### src/sv/sstf_pkg.sv
// Package of the SSTF disk request scheduler: sizes, register map, state type.
package sstf_pkg;

    localparam int MAX_BATCH_DEF = 32;
    localparam int RESULT_LIMIT  = 32;

    localparam int CYL_W      = 16;
    localparam int SUM_W      = 21;
    localparam int ACC_W      = SUM_W + 1;
    localparam logic [ACC_W-1:0] SUM_MAX = ACC_W'((1 << SUM_W) - 1);

    localparam int IN_TDATA_W  = 16;
    localparam int OUT_TDATA_W = 56;

    localparam int APB_AW = 3;
    localparam int APB_DW = 32;
    // register select is paddr[2]
    localparam logic REG_START_POS = 1'b0;

    typedef enum logic [1:0] {
        ST_LOAD,
        ST_SCAN,
        ST_PICK
    } state_t;

endpackage

### src/sv/sstf_ram.sv
// Generic single-write, single-read RAM with registered read data.
module sstf_ram #(
    parameter int WIDTH = 16,
    parameter int DEPTH = 32,
    localparam int AW = (DEPTH > 1) ? $clog2(DEPTH) : 1
) (
    input  logic             aclk,
    input  logic             we,
    input  logic [AW-1:0]    waddr,
    input  logic [WIDTH-1:0] wdata,
    input  logic [AW-1:0]    raddr,
    output logic [WIDTH-1:0] rdata
);

    logic [WIDTH-1:0] mem_reg [DEPTH];
    logic [WIDTH-1:0] rdata_reg;

    always_ff @(posedge aclk) begin
        if (we) begin
            mem_reg[waddr] <= wdata;
        end
        rdata_reg <= mem_reg[raddr];
    end

    assign rdata = rdata_reg;

endmodule

### src/sv/sstf_disk_request_scheduler_top.sv
// Shortest-seek-time-first disk request scheduler, top level.
//
//  Channel   Direction  Carries
//  s_axis    in         cylinder request, tlast ends the batch
//  m_axis    out        served cylinder, seek distance, running total, tlast on final
//  apb       in/out     start_position register at byte address 0
//
// A request that does not end a batch is stored as it is accepted, while there is room.
// Service of an n-request batch takes n picks: for each, one shared
// distance/compare unit walks the request RAM, one entry per cycle,
// behind the RAM's registered read port; a pick also waits while m_axis stalls.
// s_axis_tready is low from the last request until the final result is loaded.
// Reset is synchronous, active low; the request RAM is not cleared.
module sstf_disk_request_scheduler_top #(
    parameter int MAX_BATCH = sstf_pkg::MAX_BATCH_DEF
) (
    input  logic                              aclk,
    input  logic                              aresetn,
    // slave stream: tdata = cylinder[15:0]; tlast = last
    input  logic                              s_axis_tvalid,
    output logic                              s_axis_tready,
    input  logic [sstf_pkg::IN_TDATA_W-1:0]   s_axis_tdata,
    input  logic                              s_axis_tlast,
    // master stream: tdata = served_cylinder[15:0], seek_distance[31:16],
    // total_movement[52:32], zero[55:53]; tlast = final_res
    output logic                              m_axis_tvalid,
    input  logic                              m_axis_tready,
    output logic [sstf_pkg::OUT_TDATA_W-1:0]  m_axis_tdata,
    output logic                              m_axis_tlast,
    // configuration port
    input  logic                              psel,
    input  logic                              penable,
    input  logic                              pwrite,
    input  logic [sstf_pkg::APB_AW-1:0]       paddr,
    input  logic [sstf_pkg::APB_DW-1:0]       pwdata,
    output logic [sstf_pkg::APB_DW-1:0]       prdata,
    output logic                              pready
);

    localparam int CYL_W   = sstf_pkg::CYL_W;
    localparam int ACC_W   = sstf_pkg::ACC_W;
    localparam int SUM_W   = sstf_pkg::SUM_W;
    localparam int N_SERVE = (MAX_BATCH < sstf_pkg::RESULT_LIMIT) ?
                             MAX_BATCH : sstf_pkg::RESULT_LIMIT;
    localparam int ADDR_W  = (MAX_BATCH > 1) ? $clog2(MAX_BATCH) : 1;
    localparam int CNT_W   = $clog2(MAX_BATCH + 1);
    localparam int SRV_W   = $clog2(N_SERVE + 1);
    localparam int SIDX_W  = (N_SERVE > 1) ? $clog2(N_SERVE) : 1;
    localparam int PAD_W   = sstf_pkg::OUT_TDATA_W - 2 * CYL_W - SUM_W;

    sstf_pkg::state_t state_reg, state_next;

    logic [CYL_W-1:0]   start_pos_reg, start_pos_next;
    logic [CNT_W-1:0]   count_reg, count_next;
    logic [SRV_W-1:0]   n_reg, n_next;
    logic [SRV_W-1:0]   pick_cnt_reg, pick_cnt_next;
    logic [SRV_W-1:0]   issue_reg, issue_next;
    logic               cmp_vld_reg, cmp_vld_next;
    logic [SIDX_W-1:0]  cmp_idx_reg, cmp_idx_next;
    logic               found_reg, found_next;
    logic [CYL_W-1:0]   best_d_reg, best_d_next;
    logic [CYL_W-1:0]   best_cyl_reg, best_cyl_next;
    logic [SIDX_W-1:0]  best_idx_reg, best_idx_next;
    logic [CYL_W-1:0]   head_reg, head_next;
    logic [ACC_W-1:0]   sum_reg, sum_next;
    logic [N_SERVE-1:0] served_reg, served_next;
    logic               m_valid_reg, m_valid_next;
    logic               m_last_reg, m_last_next;
    logic [sstf_pkg::OUT_TDATA_W-1:0] m_data_reg, m_data_next;

    logic              ram_we;
    logic [ADDR_W-1:0] ram_waddr;
    logic [ADDR_W-1:0] ram_raddr;
    logic [CYL_W-1:0]  ram_rdata;

    logic              in_acc;
    logic              cfg_wr;
    logic              store_room;
    logic [CNT_W-1:0]  count_after;
    logic              issue_done;
    logic [CYL_W-1:0]  seek_dist;
    logic              take;
    logic              out_free;
    logic [SRV_W-1:0]  pick_inc;
    logic              pick_final;
    logic [ACC_W-1:0]  sum_add;
    logic [ACC_W-1:0]  sum_sat;

    // Request store
    sstf_ram #(
        .WIDTH (CYL_W),
        .DEPTH (MAX_BATCH)
    ) u_store (
        .aclk  (aclk),
        .we    (ram_we),
        .waddr (ram_waddr),
        .wdata (s_axis_tdata[CYL_W-1:0]),
        .raddr (ram_raddr),
        .rdata (ram_rdata)
    );

    // Handshakes and shared terms
    assign s_axis_tready = (state_reg == sstf_pkg::ST_LOAD);
    assign in_acc        = s_axis_tvalid && s_axis_tready;
    assign cfg_wr        = psel && penable && pwrite && pready;
    assign store_room    = (count_reg < CNT_W'(MAX_BATCH));
    assign count_after   = store_room ? (count_reg + CNT_W'(1)) : count_reg;
    assign ram_we        = in_acc && store_room;
    assign ram_waddr     = ADDR_W'(count_reg);
    assign ram_raddr     = ADDR_W'(issue_reg);
    assign issue_done    = (issue_reg == n_reg);
    assign out_free      = !m_valid_reg || m_axis_tready;
    assign pick_inc      = pick_cnt_reg + SRV_W'(1);
    assign pick_final    = (pick_inc == n_reg);

    // Shared distance and compare unit
    assign seek_dist = (ram_rdata >= head_reg) ? (ram_rdata - head_reg) :
                                                 (head_reg - ram_rdata);
    assign take = cmp_vld_reg && !served_reg[cmp_idx_reg] &&
                  (!found_reg || (seek_dist < best_d_reg) ||
                   ((seek_dist == best_d_reg) && (ram_rdata < best_cyl_reg)));

    // Saturating running total
    assign sum_add = sum_reg + ACC_W'(best_d_reg);
    assign sum_sat = (sum_add > sstf_pkg::SUM_MAX) ? sstf_pkg::SUM_MAX : sum_add;

    // Configuration register
    assign pready = 1'b1;
    assign prdata = (paddr[2] == sstf_pkg::REG_START_POS) ?
                    sstf_pkg::APB_DW'(start_pos_reg) : '0;
    assign start_pos_next = (cfg_wr && (paddr[2] == sstf_pkg::REG_START_POS)) ?
                            pwdata[CYL_W-1:0] : start_pos_reg;

    // Next state
    always_comb begin
        state_next = state_reg;
        unique case (state_reg)
            sstf_pkg::ST_LOAD: begin
                if (in_acc && s_axis_tlast) begin
                    state_next = sstf_pkg::ST_SCAN;
                end
            end
            sstf_pkg::ST_SCAN: begin
                if (issue_done && !cmp_vld_reg) begin
                    state_next = sstf_pkg::ST_PICK;
                end
            end
            sstf_pkg::ST_PICK: begin
                if (out_free) begin
                    state_next = pick_final ? sstf_pkg::ST_LOAD : sstf_pkg::ST_SCAN;
                end
            end
            default: state_next = sstf_pkg::ST_LOAD;
        endcase
    end

    // Datapath and outputs
    always_comb begin
        count_next    = count_reg;
        n_next        = n_reg;
        pick_cnt_next = pick_cnt_reg;
        issue_next    = issue_reg;
        cmp_vld_next  = 1'b0;
        cmp_idx_next  = SIDX_W'(issue_reg);
        found_next    = found_reg;
        best_d_next   = best_d_reg;
        best_cyl_next = best_cyl_reg;
        best_idx_next = best_idx_reg;
        head_next     = head_reg;
        sum_next      = sum_reg;
        served_next   = served_reg;
        m_valid_next  = m_axis_tready ? 1'b0 : m_valid_reg;
        m_last_next   = m_last_reg;
        m_data_next   = m_data_reg;

        // compare stage result, one entry behind the address
        if (take) begin
            found_next    = 1'b1;
            best_d_next   = seek_dist;
            best_cyl_next = ram_rdata;
            best_idx_next = cmp_idx_reg;
        end

        unique case (state_reg)
            sstf_pkg::ST_LOAD: begin
                if (in_acc) begin
                    count_next = count_after;
                    if (s_axis_tlast) begin
                        n_next        = (count_after > CNT_W'(N_SERVE)) ?
                                        SRV_W'(N_SERVE) : SRV_W'(count_after);
                        head_next     = start_pos_reg;
                        sum_next      = '0;
                        pick_cnt_next = '0;
                        issue_next    = '0;
                        found_next    = 1'b0;
                    end
                end
            end
            sstf_pkg::ST_SCAN: begin
                if (!issue_done) begin
                    issue_next   = issue_reg + SRV_W'(1);
                    cmp_vld_next = 1'b1;
                end
            end
            sstf_pkg::ST_PICK: begin
                if (out_free) begin
                    m_valid_next  = 1'b1;
                    m_last_next   = pick_final;
                    m_data_next   = {PAD_W'(0), sum_sat[SUM_W-1:0], best_d_reg, best_cyl_reg};
                    served_next[best_idx_reg] = 1'b1;
                    head_next     = best_cyl_reg;
                    sum_next      = sum_sat;
                    pick_cnt_next = pick_inc;
                    issue_next    = '0;
                    found_next    = 1'b0;
                    // batch done: drop the stored requests
                    if (pick_final) begin
                        served_next = '0;
                        count_next  = '0;
                        sum_next    = '0;
                    end
                end
            end
            default: begin
            end
        endcase
    end

    // Registers
    always_ff @(posedge aclk) begin
        if (!aresetn) begin
            state_reg     <= sstf_pkg::ST_LOAD;
            start_pos_reg <= '0;
            count_reg     <= '0;
            n_reg         <= '0;
            pick_cnt_reg  <= '0;
            issue_reg     <= '0;
            cmp_vld_reg   <= 1'b0;
            found_reg     <= 1'b0;
            head_reg      <= '0;
            sum_reg       <= '0;
            served_reg    <= '0;
            m_valid_reg   <= 1'b0;
        end else begin
            state_reg     <= state_next;
            start_pos_reg <= start_pos_next;
            count_reg     <= count_next;
            n_reg         <= n_next;
            pick_cnt_reg  <= pick_cnt_next;
            issue_reg     <= issue_next;
            cmp_vld_reg   <= cmp_vld_next;
            found_reg     <= found_next;
            head_reg      <= head_next;
            sum_reg       <= sum_next;
            served_reg    <= served_next;
            m_valid_reg   <= m_valid_next;
        end
        cmp_idx_reg  <= cmp_idx_next;
        best_d_reg   <= best_d_next;
        best_cyl_reg <= best_cyl_next;
        best_idx_reg <= best_idx_next;
        m_last_reg   <= m_last_next;
        m_data_reg   <= m_data_next;
    end

    assign m_axis_tvalid = m_valid_reg;
    assign m_axis_tdata  = m_data_reg;
    assign m_axis_tlast  = m_last_reg;

endmodule

### config.mk
export PLATFORM = sky130hd
export DESIGN_NAME = sstf_disk_request_scheduler_top
export DESIGN_NICKNAME = d
export VERILOG_FILES = /design/src/sv/sstf_pkg.sv /design/src/sv/sstf_ram.sv /design/src/sv/sstf_disk_request_scheduler_top.sv
export SDC_FILE = /design/constraint.sdc
export NUM_CORES = 1
export LEC_CHECK = 0
export BUFFER_PORTS_ARGS = -buffer_cell sky130_fd_sc_hd__buf_2
export CAP_MARGIN = 25
export CORE_MARGIN = 2
export CORE_UTILIZATION = 45
export CTS_CLUSTER_DIAMETER = 40
export DETAILED_ROUTE_END_ITERATION = 7
export HOLD_SLACK_MARGIN = 0.1
export PLACE_DENSITY = 0.72
export SETUP_SLACK_MARGIN = 0.5
export SYNTH_ARGS = -nofsm -noshare
export SYNTH_HDL_FRONTEND = slang
export SYNTH_SLANG_ARGS = --single-unit
### constraint.sdc
create_clock -name aclk -period 6.5 [get_ports aclk]
set_input_delay 0.975 -clock aclk [delete_from_list [all_inputs] [get_ports aclk]]
set_output_delay 0.975 -clock aclk [all_outputs]
set_load 0.01 [all_outputs]
======== Yosys cells after proc, flatten, opt, wreduce, memory -nomap -nowiden ========
Memories as Yosys holds them, arrays and structs flattened. A register that Yosys moved wholly into a read port is not among the register bits.
Index checks and enable logic that the tools add are counted.
storage, ports and cells
  register bits after elaboration ......... 211
  bits in writable memories ............... 512
  output and inout bits ................... 92
  logic and storage cells ................. 122
  memories ................................ 1
cells by class
  $add $sub $neg .......................... 6
  $lt $le $gt $ge ......................... 9
  equality and inequality tests ........... 12
  multiplexer cells ....................... 46
  bitwise gates (word level) .............. 2
  reductions and logical operators ........ 28
memory list
  memory           words  bits a word  rd ports  clocked after memory_dff  write ports  line            RTL
  u_store.mem_reg  32     16           1         1                         1            sstf_ram.sv:15  logic [WIDTH-1:0] mem_reg [DEPTH];
operators by type and width
  kind                                                                               number
  22-bit 2-to-1 mux                                                                  5
  16-bit 2-to-1 mux                                                                  5
  6-bit 2-to-1 mux                                                                   10
  22-bit case mux with 2 select lines                                                1
  16-bit less-than comparator                                                        2
  32-bit 2-to-1 mux                                                                  1
  32-bit OR                                                                          1
  16-bit case mux with 2 select lines                                                1
  16-bit subtractor                                                                  2
  6-bit case mux with 2 select lines                                                 2
  22-bit by 16-bit adder with 22-bit output                                          1
  22-bit by 21-bit greater-than comparator with 1-bit output, second input constant  1
  6-bit by 1-bit adder with 6-bit output, second input constant                      3
  6-bit case mux with 3 select lines                                                 1
  16-bit == test                                                                     1
  16-bit >= comparator                                                               1
  1-bit 2-to-1 mux                                                                   13
  6-bit == test                                                                      2
  5-bit by 6-bit less-than comparator with 1-bit output, second input constant       2
  1-bit logical AND                                                                  11
  2-bit != test, second input constant                                               4
  4-bit AND reduction                                                                2
  6-bit greater-than comparator, second input constant                               1
  6-bit less-than comparator, second input constant                                  1
  18 further kinds                                                                   29

======== Logic depth before layout (Yosys ltp) ========
Gate-level depths: netlist (run 1).
  word-level depth ........................ 10
  gate-level depth with buffers ........... 20
  mapped depth without buffers ............ 19

======== Modules after synthesis ========
A second synthesis (run 1) with hierarchy kept.
unflattened totals
  cells, all modules ...................... 2294
  area, all modules ....................... 31790.5 um^2
modules (own cells, without submodules)
  module                           times used  cells each  area each (um^2)  seq. area each (um^2)
  sstf_ram                         1           1143        20534.7           15695.1
  sstf_disk_request_scheduler_top  1           1151        11255.8           5134.9

======== Worst setup path before layout (run 1) ========
No wires, ideal clock.
  path kind ............................... flip-flop to flip-flop
  start ................................... reg u_store.rdata_reg[0] (netlist: u_store.rdata[0]), read port of u_store.mem_reg
  end ..................................... reg best_cyl_reg[0] (enable)
  library setup time ...................... 0.444 ns
  arrival ................................. 5.430 ns
  required time ........................... 6.056 ns
  path slack .............................. 0.626 ns
  stages on the path, launching flop included .. 20
  clock period less this slack ............ 5.874 ns
  cells stage by stage .................... dfxtp_1 -> inv_1 -> ha_1 -> inv_1 -> fa_1 -> a211oi_1 -> o21ai_0 -> nand3_1 -> a31o_2 -> buf_2 -> mux2i_1 -> xnor2_1 -> ha_1 -> a21o_1 -> a21o_1 -> a211oi_1 -> o21bai_1 -> a21o_1 -> a221o_1 -> a21oi_1
on the way
  word-level cells in the longest chain between the ends .. 6
  elaborated cells on any way between the ends .. 11
RTL lines
  item                                                           line                                                                            RTL
  start: declaration                                             sstf_ram.sv:16                                                                  logic [WIDTH-1:0] rdata_reg;
  16-bit subtractor (tied with other cells)                      sstf_disk_request_scheduler_top.sv:118                                          (head_reg - ram_rdata);
  16-bit 2-to-1 mux (*)                                          sstf_disk_request_scheduler_top.sv:117                                          assign seek_dist = (ram_rdata >= head_reg) ? (ram_rdata - head_reg) :
  via seek_dist[9]                                               sstf_disk_request_scheduler_top.sv:81                                           logic [CYL_W-1:0] seek_dist;
  16-bit less-than comparator or 16-bit == test (tied branches)  sstf_disk_request_scheduler_top.sv:120, sstf_disk_request_scheduler_top.sv:121
  1-bit logical OR or 1-bit logical AND (tied branches)          sstf_disk_request_scheduler_top.sv:120, sstf_disk_request_scheduler_top.sv:121
  1-bit logical OR (*)                                           sstf_disk_request_scheduler_top.sv:120                                          (!found_reg || (seek_dist < best_d_reg) ||
  1-bit logical AND (*)                                          sstf_disk_request_scheduler_top.sv:119                                          assign take = cmp_vld_reg && !served_reg[cmp_idx_reg] &&
  via take                                                       sstf_disk_request_scheduler_top.sv:82                                           logic take;
  end signal: assignment                                         sstf_disk_request_scheduler_top.sv:260                                          best_cyl_reg <= best_cyl_next;
  end: declaration                                               sstf_disk_request_scheduler_top.sv:62                                           logic [CYL_W-1:0] best_cyl_reg, best_cyl_next;
The timed path passes the listed nets; every way through them passes the cells marked *.
A chain may end at the register's enable or synchronous reset.

======== Worst setup path in the final report (run 1) ========
  start ................................... reg u_store.rdata_reg[0] (netlist: u_store.rdata[0]), read port of u_store.mem_reg
  end ..................................... reg best_idx_reg[0] (enable)
on the way
  word-level cells in the longest chain between the ends .. 6
  elaborated cells on any way between the ends .. 11
RTL lines
  item                                                           line                                                                            RTL
  16-bit subtractor (tied with other cells)                      sstf_disk_request_scheduler_top.sv:118
  16-bit 2-to-1 mux (*)                                          sstf_disk_request_scheduler_top.sv:117
  via seek_dist[9]                                               sstf_disk_request_scheduler_top.sv:81
  16-bit less-than comparator or 16-bit == test (tied branches)  sstf_disk_request_scheduler_top.sv:120, sstf_disk_request_scheduler_top.sv:121
  1-bit logical OR or 1-bit logical AND (tied branches)          sstf_disk_request_scheduler_top.sv:120, sstf_disk_request_scheduler_top.sv:121
  1-bit logical OR (*)                                           sstf_disk_request_scheduler_top.sv:120
  1-bit logical AND (*)                                          sstf_disk_request_scheduler_top.sv:119
  via take                                                       sstf_disk_request_scheduler_top.sv:82
  end signal: assignment                                         sstf_disk_request_scheduler_top.sv:261                                          best_idx_reg <= best_idx_next;
  end: declaration                                               sstf_disk_request_scheduler_top.sv:63                                           logic [SIDX_W-1:0] best_idx_reg, best_idx_next;
Marks and branches as above.

==> flow_metrics.py, run 1 <==
metrics = {
    "setup_path": {
        "endpoint_kind": "flop",
        "critPathMaxFanout": 37,
        "crit_required_ns": 6.75,
        "critPathArrivalTime_ns": 5.54,
        "path_class": "flop to flop",
        "worstSetupStartpointType": "flop",
    },
    "synthesis": {
        "async_flop_share_pct": 0,
        "synthXorXnorAreaFrac_pct": 1.49,
        "synthTopCellsByCount": "edfxtp_1, mux4_2, dfxtp_1",
        "avgSynthCellArea_sq_um": 16.1,
        "yosys_register_bits": 739,
        "yosys.area_share.simple_pct": 5.65,
        "yosysWarnings": 0,
        "synth_compound_area_share_pct": 6.68,
        "yosysSeqAreaShare_pct": 66.7,
        "synth_area_leaders": "edfxtp_1, mux4_2, dfxtp_1, ha_1, nor2_1",
        "synthCells": 1940,
        "yosysMostFrequentCell": "edfxtp_1",
        "synth_top_family_by_area": "multiplexers",
        "synth-edff-count": 603,
        "ys.flop_type": "edfxtp_1",
        "synth_cell_types": 69,
        "synth_top_cell_by_area": "edfxtp_1",
        "synth.cell_area_sq_mm": 0.0312,
        "synth_adder_area_share_pct": 3.56,
        "yosysTopAreaCellShare_pct": 58.0,
        "synth_mux_area_share_pct": 13.2,
    },
    "sta": {
        "whs_ns": 0.448,
        "finalCritPeriodShare_pct": 81.3,
        "setup_violations": 0,
        "drv_slew": 0,
        "fin_crit_ns": 5.28,
        "finalWorstSetupSlack_ns": 1.22,
        "worstMarginPinSlew_ns": 1.01,
        "relSlewSlack_pct": 32.7,
        "final.setup.tns_ns": 0,
        "rsz0062_at_grt": "no",
        "fin_skew_ns": 0.0339,
        "finalHoldViolations": 0,
        "fmax_mhz": 189,
    },
    "placed_design": {
        "place_congestion": 0.881,
        "place_ws_ns": 1.30,
        "io_buffers": 112,
        "hpwl_um": 42700,
    },
    "layout": {
        "nets": 2242,
        "syn_to_final_growth_pct": 15.8,
        "drive_gt1_share_pct": 24.2,
        "fillers": 5412,
        "largest_register_ff_count": 512,
    },
    "global_route": {
        "grt_pass1_vias": 18000,
        "grt_overflow_total": 0,
        "globalRouteTotalUtil_pct": 20.2,
        "grt_max_degree": 134,
        "antenna_found_initial": 13,
        "grt_pass1_wl_um": 108000,
    },
    "power_and_ir_drop": {
        "swShare_pct": 24.2,
        "intPower_mw": 8.86,
        "power.density_mw_per_mm2": 323,
        "power_mw": 11.7,
        "power_frac_seq_pct": 45.4,
        "p_leak_nw": 12.7,
        "pwr-share-comb_pct": 9.4,
        "switchingPower_mw": 2.83,
        "pwr-share-clk_pct": 45.2,
        "vdd_drop_max_uv": 326,
    },
    "routing": {
        "wl_per_cell_um": 22.8,
        "drt_wl_total_um": 70800,
        "avgViaCountPerCell": 5.67,
        "antenna_left": 0,
        "drt_iter0_drc": 1666,
        "drc": 0,
        "vias": 17600,
        "dr.pass1.iters": 5,
    },
    "floorplan": {
        "die_h_um": 267,
        "io-pin-count": 151,
        "die_x_um": 267,
        "rows": 96,
        "core_area_sq_mm": 0.0686,
        "die_area_sq_mm": 0.0715,
        "start_util_pct": 45.5,
    },
    "cts": {
        "cts-buffers-inserted": 94,
        "clk_latency_ns": 0.65,
        "root_buffer": "clkbuf_16",
        "cts_resized": 0,
        "hold_buffers": 0,
        "clock_sinks": 739,
        "cts_max_level": 3,
        "clock_path_buffers": 3,
        "cts_tree": "yes",
        "cts_setup_buffers": 0,
        "path_clk_slew_ns": 0.06,
    },
    "hold_path": {
        "hp-class": "flop to flop",
    },
    "flow_run": {
        "cap_violations": 0,
    },
    "status": {
        "outcome": "finished, final reports clean",
    },
}
-- layer usage --
metal,GRT usage (%),up-vias,wire (um)
met2,34.0,679,35400
met1,26.4,8955,28400
met3,3.93,132,4990
met5,0,-,110
met4,6.68,18,1940
li1,-,7839,-
-- cell type report --
class,count,area (sq um),share of cell area (%)
flip-flops and latches,739,20800,57.6
multi-input cells,1031,9660,26.7
clock buffers,104,2480,6.87
well taps,931,1160,3.22
repair buffers,157,931,2.57
clock inverters,70,796,2.20
inverters,73,274,0.758
diodes,1,2.50,0.00692
-- power by group through the flow --
| stage | clock network, mW | logic [mW] | registers, mW |
|---|---|---|---|
| floorplan | 0 | 0.765 | 5.38 |
| global placement | 0 | 1.07 | 5.40 |
| detailed placement | 0 | 1.09 | 5.40 |
| CTS | 5.35 | 1.10 | 5.30 |
| global route | 5.55 | 1.22 | 5.31 |
| finish | 5.28 | 1.10 | 5.30 |
-- metrics by stage --
step	utilization (%)	std cells	cell area [sq um]
2_1_floorplan	-	1958	31300
3_3_place_gp	47.9	2930	32900
3_5_place_dp	47.9	2931	32900
4_1_cts	52.7	3105	36200
5_1_grt	52.7	3106	36200
6_report	52.7	3106	36200
-- worst max-delay path: stages, from the launching register on --
cell      delay, ns
dfxtp_1        0.33
inv_1          0.06
ha_1           0.16
inv_1          0.06
fa_1           0.42
a211oi_1       0.33
o21ai_0        0.21
nand3_1        0.14
a31o_2         0.52
mux2i_1        0.28
xnor2_1        0.21
ha_1           0.31
a21o_1         0.16
a21o_1         0.17
a211oi_1       0.23
o21bai_1       0.10
a21o_1         0.19
a221o_1        0.39
a21oi_4        0.15
buf_4          0.48
-- cells in the final DEF (no fill, tap or decap), drive strengths merged, types with 29 or more instances in the layout --
cell,netlist,routed
a21o,29,29
a21oi,80,80
buf,46,157
clkbuf,69,104
clkinv,0,33
dfxtp,136,136
edfxtp,603,603
ha,84,84
inv,73,90
mux4,170,170
nand2,110,110
nor2,112,112
nor2b,34,34
o21ai,55,55
xor2,37,37
-- cell families after synthesis --
| family | Yosys count |
|---|---|
| flops | 739 |
| simple gates | 366 |
| compound gates | 307 |
| mux | 198 |
| buf+inv | 188 |
| fa+ha+maj | 87 |
| xor+xnor | 53 |
| other cells | 2 |
-- final timing paths --
path / from / end / slack (ns) / cells after the start
worst max-delay path: u_store.rdata[0] / best_idx_reg[0] / 1.22 / 19
worst max register to register: u_store.rdata[0] / best_idx_reg[0] / 1.22 / 19
worst min register to register: best_cyl_reg[12] / m_axis_tdata[12] / 0.45 / 0
worst min-delay path: best_cyl_reg[12] / m_axis_tdata[12] / 0.45 / 0
(Power assumes the default switching activity.)
==> run 2, diff against run 1 <==
- clock period: 6.5 -> 4.9 ns (I/O delays scaled with it)
==> flow_metrics.py, run 2 (same netlist as run 1, synthesis figures left out) <==
metrics = {
    "status": {
        "outcome": "finished, final reports clean",
    },
    "cts": {
        "cts_tree": "yes",
        "cts-buffers-inserted": 95,
        "cts_max_level": 3,
        "root_buffer": "clkbuf_16",
        "clock_path_buffers": 3,
        "path_clk_slew_ns": 0.06,
        "clk_latency_ns": 0.66,
        "clock_sinks": 739,
    },
    "floorplan": {
        "io-pin-count": 151,
        "die_h_um": 267,
        "die_x_um": 267,
        "rows": 96,
        "die_area_sq_mm": 0.0715,
        "core_area_sq_mm": 0.0686,
        "start_util_pct": 45.5,
    },
    "sta": {
        "fin_skew_ns": 0.0443,
        "finalCritPeriodShare_pct": 88.1,
        "relSlewSlack_pct": 31.0,
        "whs_ns": 0.339,
        "worstMarginPinSlew_ns": 1.03,
        "final.setup.tns_ns": 0,
        "fmax_mhz": 232,
        "rsz0062_at_grt": "yes",
        "finalHoldViolations": 0,
        "fin_crit_ns": 4.32,
        "setup_violations": 0,
        "drv_slew": 0,
    },
    "routing": {
        "dr.pass1.iters": 5,
        "drt_wl_total_um": 71600,
        "drt_iter0_drc": 1859,
        "wl_per_cell_um": 22.9,
        "avgViaCountPerCell": 5.63,
        "antenna_left": 0,
        "vias": 17600,
        "drc": 0,
    },
    "setup_path": {
        "crit_family": "compound AO/OA/AOI/OAI gates",
        "worstSetupStartpointType": "flop",
        "critPathMaxFanout": 7,
        "r2r_setup_slack_ns": 0.58,
        "worstPathCellList": "inv_2, ha_4, inv_2, fa_2, a211oi_4, o21ai_2, nand3_2, a31o_4, buf_4, mux2i_1, xnor2_1, ha_1, a21o_1, a211oi_2, o21bai_1, a21o_1, a221o_1, a21oi_4, buf_12, clkbuf_16",
        "worstReg2RegStart": "u_store.rdata[0]",
        "crit_path_top_delay_cell": "a221o_1",
        "reg2reg_to": "best_cyl_reg[15]",
        "path_class": "flop to flop",
        "endpoint_kind": "flop",
        "max_stage_delay_ns": 0.38,
        "crit_required_ns": 5.25,
        "critPathArrivalTime_ns": 4.67,
        "crit_buf_inv": 5,
        "r2r_cells": 20,
    },
    "placed_design": {
        "placed_cell_area_sq_mm": 0.0330,
        "hpwl_um": 43500,
        "io_buffers": 112,
        "dp.cells": 2940,
        "place_congestion": 0.900,
    },
    "hold_path": {
        "min_from": "pwdata[14]",
        "holdPathStages": 3,
        "hp-class": "input pin to flop",
        "holdPathEnd": "start_pos_reg[14]",
    },
    "layout": {
        "drive_gt1_share_pct": 26.6,
        "syn_to_final_growth_pct": 17.2,
        "largest_register_ff_count": 512,
        "fillers": 5433,
        "fin_area_sq_mm": 0.0366,
        "layout_commonest_cell": "edfxtp_1",
        "instances_no_fill": 3131,
        "nets": 2265,
        "final_cell_mix": "edfxtp_1, mux4_2, dfxtp_1",
    },
    "global_route": {
        "grt_pass1_wl_um": 108000,
        "grt_overflow_total": 0,
        "use_met1_pct": 26.9,
        "antenna_found_initial": 14,
        "gr-usage-met2_pct": 33.3,
        "globalRouteTotalUtil_pct": 20.3,
        "grt_use_met3_pct": 4.24,
        "grt_pass1_vias": 17800,
        "grt_max_degree": 55,
        "grt_busiest_layer": "met2",
    },
    "power_and_ir_drop": {
        "power_mw": 15.5,
        "power.density_mw_per_mm2": 423,
        "p_leak_nw": 12.8,
        "vdd_drop_max_uv": 335,
    },
    "flow_run": {
        "cap_violations": 0,
    },
}
==> run 2: cell types whose count changed in the layout (fill, tap and decap cells not counted), sizes merged <==
cell,change
buf,+20
clkinv,+9
clkinvlp,-4
clkbuf,+3
bufinv,-2
inv,-2
diode,+1
==> run 2: timing repair <==
action / 4_1_cts / 5_1_grt
gates resized for setup: 7 / 39
hold buffers: 0 / 0
setup endpoints to repair: 37 / 37
buffers inserted: 3 / 6
cloned: 0 / 3
pin swaps: 1 / 16
==> run 2: where the power goes <==
part | internal [mW] | switching, mW | total [mW] | leakage, nW
logic | 0.681 | 0.928 | 1.61 | 4.71
clock network | 4.06 | 2.77 | 6.83 | 1.55
registers | 6.94 | 0.0946 | 7.04 | 6.55
total | 11.7 | 3.80 | 15.5 | 12.8
==> run 2: area by class of cell <==
cell class              count  area (sq um)  share of cell area (%)
clock buffers             105          2440                    6.69
repair buffers            179          1200                    3.29
inverters                  73           274                   0.749
diodes                      2          5.00                  0.0137
flip-flops and latches    739         20800                    57.0
multi-input cells        1031          9860                    27.0
clock inverters            71           766                    2.09
well taps                 931          1160                    3.19
==> run 2: worst max path at each step <==
stage / cells past startpoint / endpoint / slack [ns] / start
2_1_floorplan: 19 / best_cyl_reg[0] / 0.51 / u_store.rdata[0]
3_3_place_gp: 19 / best_cyl_reg[3] / 0.32 / head_reg[0]
3_5_place_dp: 19 / best_cyl_reg[1] / 0.32 / head_reg[0]
4_1_cts: 18 / best_idx_reg[1] / 0.52 / head_reg[4]
5_1_grt: 19 / best_d_reg[10] / 0.32 / u_store.rdata[2]
6_report: 20 / best_cyl_reg[15] / 0.58 / u_store.rdata[0]
==> run 2: worst register-to-register path: stages (launching register included) <==
cell,delay (ns)
dfxtp_2,0.34
inv_2,0.06
ha_4,0.12
inv_2,0.04
fa_2,0.37
a211oi_4,0.28
o21ai_2,0.13
nand3_2,0.10
a31o_4,0.19
buf_4,0.13
mux2i_1,0.23
xnor2_1,0.21
ha_1,0.31
a21o_1,0.19
a211oi_2,0.19
o21bai_1,0.09
a21o_1,0.16
a221o_1,0.38
a21oi_4,0.19
buf_12,0.15
clkbuf_16,0.16
==> run 2: through the flow <==
step           setup slack [ns]  util, %
2_1_floorplan             0.507        -
3_3_place_gp              0.323     48.1
3_5_place_dp              0.322     48.1
4_1_cts                   0.520     52.9
5_1_grt                   0.322     53.3
6_report                  0.583     53.3
==> run 2: routing by layer <==
metal / part of all wire [%] / up-vias
met2: 49 / 610
met1: 41 / 8972
met5: 0.14 / -
met3: 6.6 / 132
li1: - / 7886
met4: 2.9 / 16
==> run 3, diff against run 2 <==
- PLACE_DENSITY: 0.72 -> 0.67
==> flow_metrics.py, run 3 (same netlist as run 1, synthesis figures left out) <==
metrics = {
    "status": {
        "outcome": "finished, final reports clean",
    },
    "sta": {
        "whs_ns": 0.339,
        "fmax_mhz": 231,
        "setup_violations": 0,
        "drv_slew": 0,
        "final.setup.tns_ns": 0,
        "relSlewSlack_pct": 33.3,
        "finalHoldViolations": 0,
        "fin_crit_ns": 4.34,
        "rsz0062_at_grt": "yes",
        "fin_skew_ns": 0.0417,
        "worstMarginPinSlew_ns": 0.999,
        "finalCritPeriodShare_pct": 88.5,
    },
    "floorplan": {
        "die_h_um": 267,
        "core_area_sq_mm": 0.0686,
        "io-pin-count": 151,
        "die_area_sq_mm": 0.0715,
        "start_util_pct": 45.5,
        "rows": 96,
        "die_x_um": 267,
    },
    "setup_path": {
        "critPathMaxFanout": 7,
        "critPathArrivalTime_ns": 4.69,
        "crit_path_top_delay_cell": "dfxtp_4",
        "worstReg2RegStart": "u_store.rdata[0]",
        "path_class": "flop to flop",
        "r2r_cells": 20,
        "crit_cells": 20,
        "endpoint_kind": "flop",
        "crit_family": "compound AO/OA/AOI/OAI gates",
        "crit_buf_inv": 4,
        "worstSetupStartpointType": "flop",
        "crit_required_ns": 5.25,
        "cp_common_cell": "a21o_1",
        "worstSetupStartpoint": "u_store.rdata[0]",
        "worstPathCellList": "inv_4, ha_4, inv_2, fa_2, a211oi_2, o21ai_2, nand3_2, a31o_4, mux2i_4, xnor2_2, ha_1, a21o_1, a21o_1, a211oi_2, o21bai_1, a21o_1, a221o_1, a21oi_4, buf_6, clkbuf_16",
        "max_stage_delay_ns": 0.36,
    },
    "power_and_ir_drop": {
        "p_leak_nw": 12.9,
        "power.density_mw_per_mm2": 433,
        "power_mw": 15.9,
        "power_frac_seq_pct": 44.2,
        "intPower_mw": 12.1,
        "pwr-share-clk_pct": 45.3,
        "swShare_pct": 24.1,
        "pwr-share-comb_pct": 10.5,
        "switchingPower_mw": 3.85,
        "vdd_drop_max_uv": 346,
    },
    "placed_design": {
        "hpwl_um": 42600,
        "dp.cells": 2934,
        "io_buffers": 112,
        "place_congestion": 0.842,
    },
    "layout": {
        "nets": 2267,
        "largest_register_ff_count": 512,
        "instances_no_fill": 3136,
        "seqCellArea_sq_mm": 0.0209,
        "layout_commonest_cell": "edfxtp_1",
        "drive_gt1_share_pct": 27.2,
        "utilization_pct": 53.7,
        "multi_input_area_sq_mm": 0.00992,
        "syn_to_final_growth_pct": 18.0,
        "final_cell_mix": "edfxtp_1, mux4_2, dfxtp_1",
        "fillers": 5430,
    },
    "cts": {
        "clk_latency_ns": 0.65,
        "cts-buffers-inserted": 97,
        "path_clk_slew_ns": 0.06,
        "clock_path_buffers": 3,
        "clock_sinks": 739,
        "cts_tree": "yes",
        "root_buffer": "clkbuf_16",
        "cts_max_level": 3,
    },
    "global_route": {
        "globalRouteTotalUtil_pct": 19.8,
        "grt_pass1_vias": 17700,
        "antenna_found_initial": 11,
        "grt_pass1_wl_um": 106000,
        "grt_overflow_total": 0,
        "grt_max_degree": 134,
    },
    "routing": {
        "dr.pass1.iters": 5,
        "drc": 0,
        "avgViaCountPerCell": 5.60,
        "wl_per_cell_um": 22.4,
        "drt_iter0_drc": 1486,
        "drt_wl_total_um": 70200,
        "vias": 17600,
        "antenna_left": 0,
    },
    "hold_path": {
        "holdPathStages": 3,
        "min_from": "pwdata[14]",
        "hp-class": "input pin to flop",
    },
    "flow_run": {
        "cap_violations": 0,
    },
}
-- run 3: cell count changes in the layout (fill, tap and decap cells not counted), sizes merged --
cell,delta
clkbuf,+4
diode,-1
buf,-1
clkinvlp,+3
clkinv,-9
inv,+4
bufinv,+5
-- run 3: path summary, 6_finish.rpt --
check,end,slack [ns]
min reg2reg,m_axis_tdata[14],0.45
min,start_pos_reg[14],0.34
max,best_idx_reg[0],0.56
max reg2reg,best_idx_reg[0],0.56
-- run 3: layout make-up --
| class | count | share of cell area (%) |
|---|---|---|
| multi-input cells | 1031 | 26.9 |
| diodes | 1 | 0.00679 |
| clock buffers | 108 | 6.82 |
| well taps | 931 | 3.16 |
| inverters | 73 | 0.751 |
| repair buffers | 179 | 3.33 |
| flip-flops and latches | 739 | 56.6 |
| clock inverters | 74 | 2.39 |
-- run 3: routing by layer --
layer  vias up  wire [um]  GRT usage, %
met5         -         69             0
met4        14       1400          5.04
met3       127       4590          4.33
met2       572      35400          33.5
met1      8947      28800          26.0
li1       7906          -             -
-- run 3: stage by stage --
stage	cell area (sq um)	setup slack (ns)
global placement	32900	0.340
CTS	36500	0.485
global route	36800	0.410
floorplan	31300	0.507
finish	36800	0.562
detailed placement	32900	0.307
-- run 3: tightest hold or removal path: cells and delay by family --
family / cells / cell delay, ns
compound gates: 1 / 0.06
buf+inv: 1 / 0.10
simple gates: 1 / 0.04
-- run 3: power groups by stage --
stage / Clock [mW] / Sequential, mW / Combinational (mW)
floorplan: 0 / 7.14 / 1.04
global placement: 0 / 7.16 / 1.46
detailed placement: 0 / 7.16 / 1.49
CTS: 7.35 / 7.03 / 1.58
global route: 7.57 / 7.05 / 1.84
finish: 7.22 / 7.04 / 1.68
-- run 3: what timing repair did --
item / 4_1_cts / 5_1_grt
pin swaps: 4 / 16
hold buffers: 0 / 0
buffers inserted: 7 / 6
cloned: 1 / 5
setup endpoints to repair: 37 / 37
resized for setup: 21 / 44
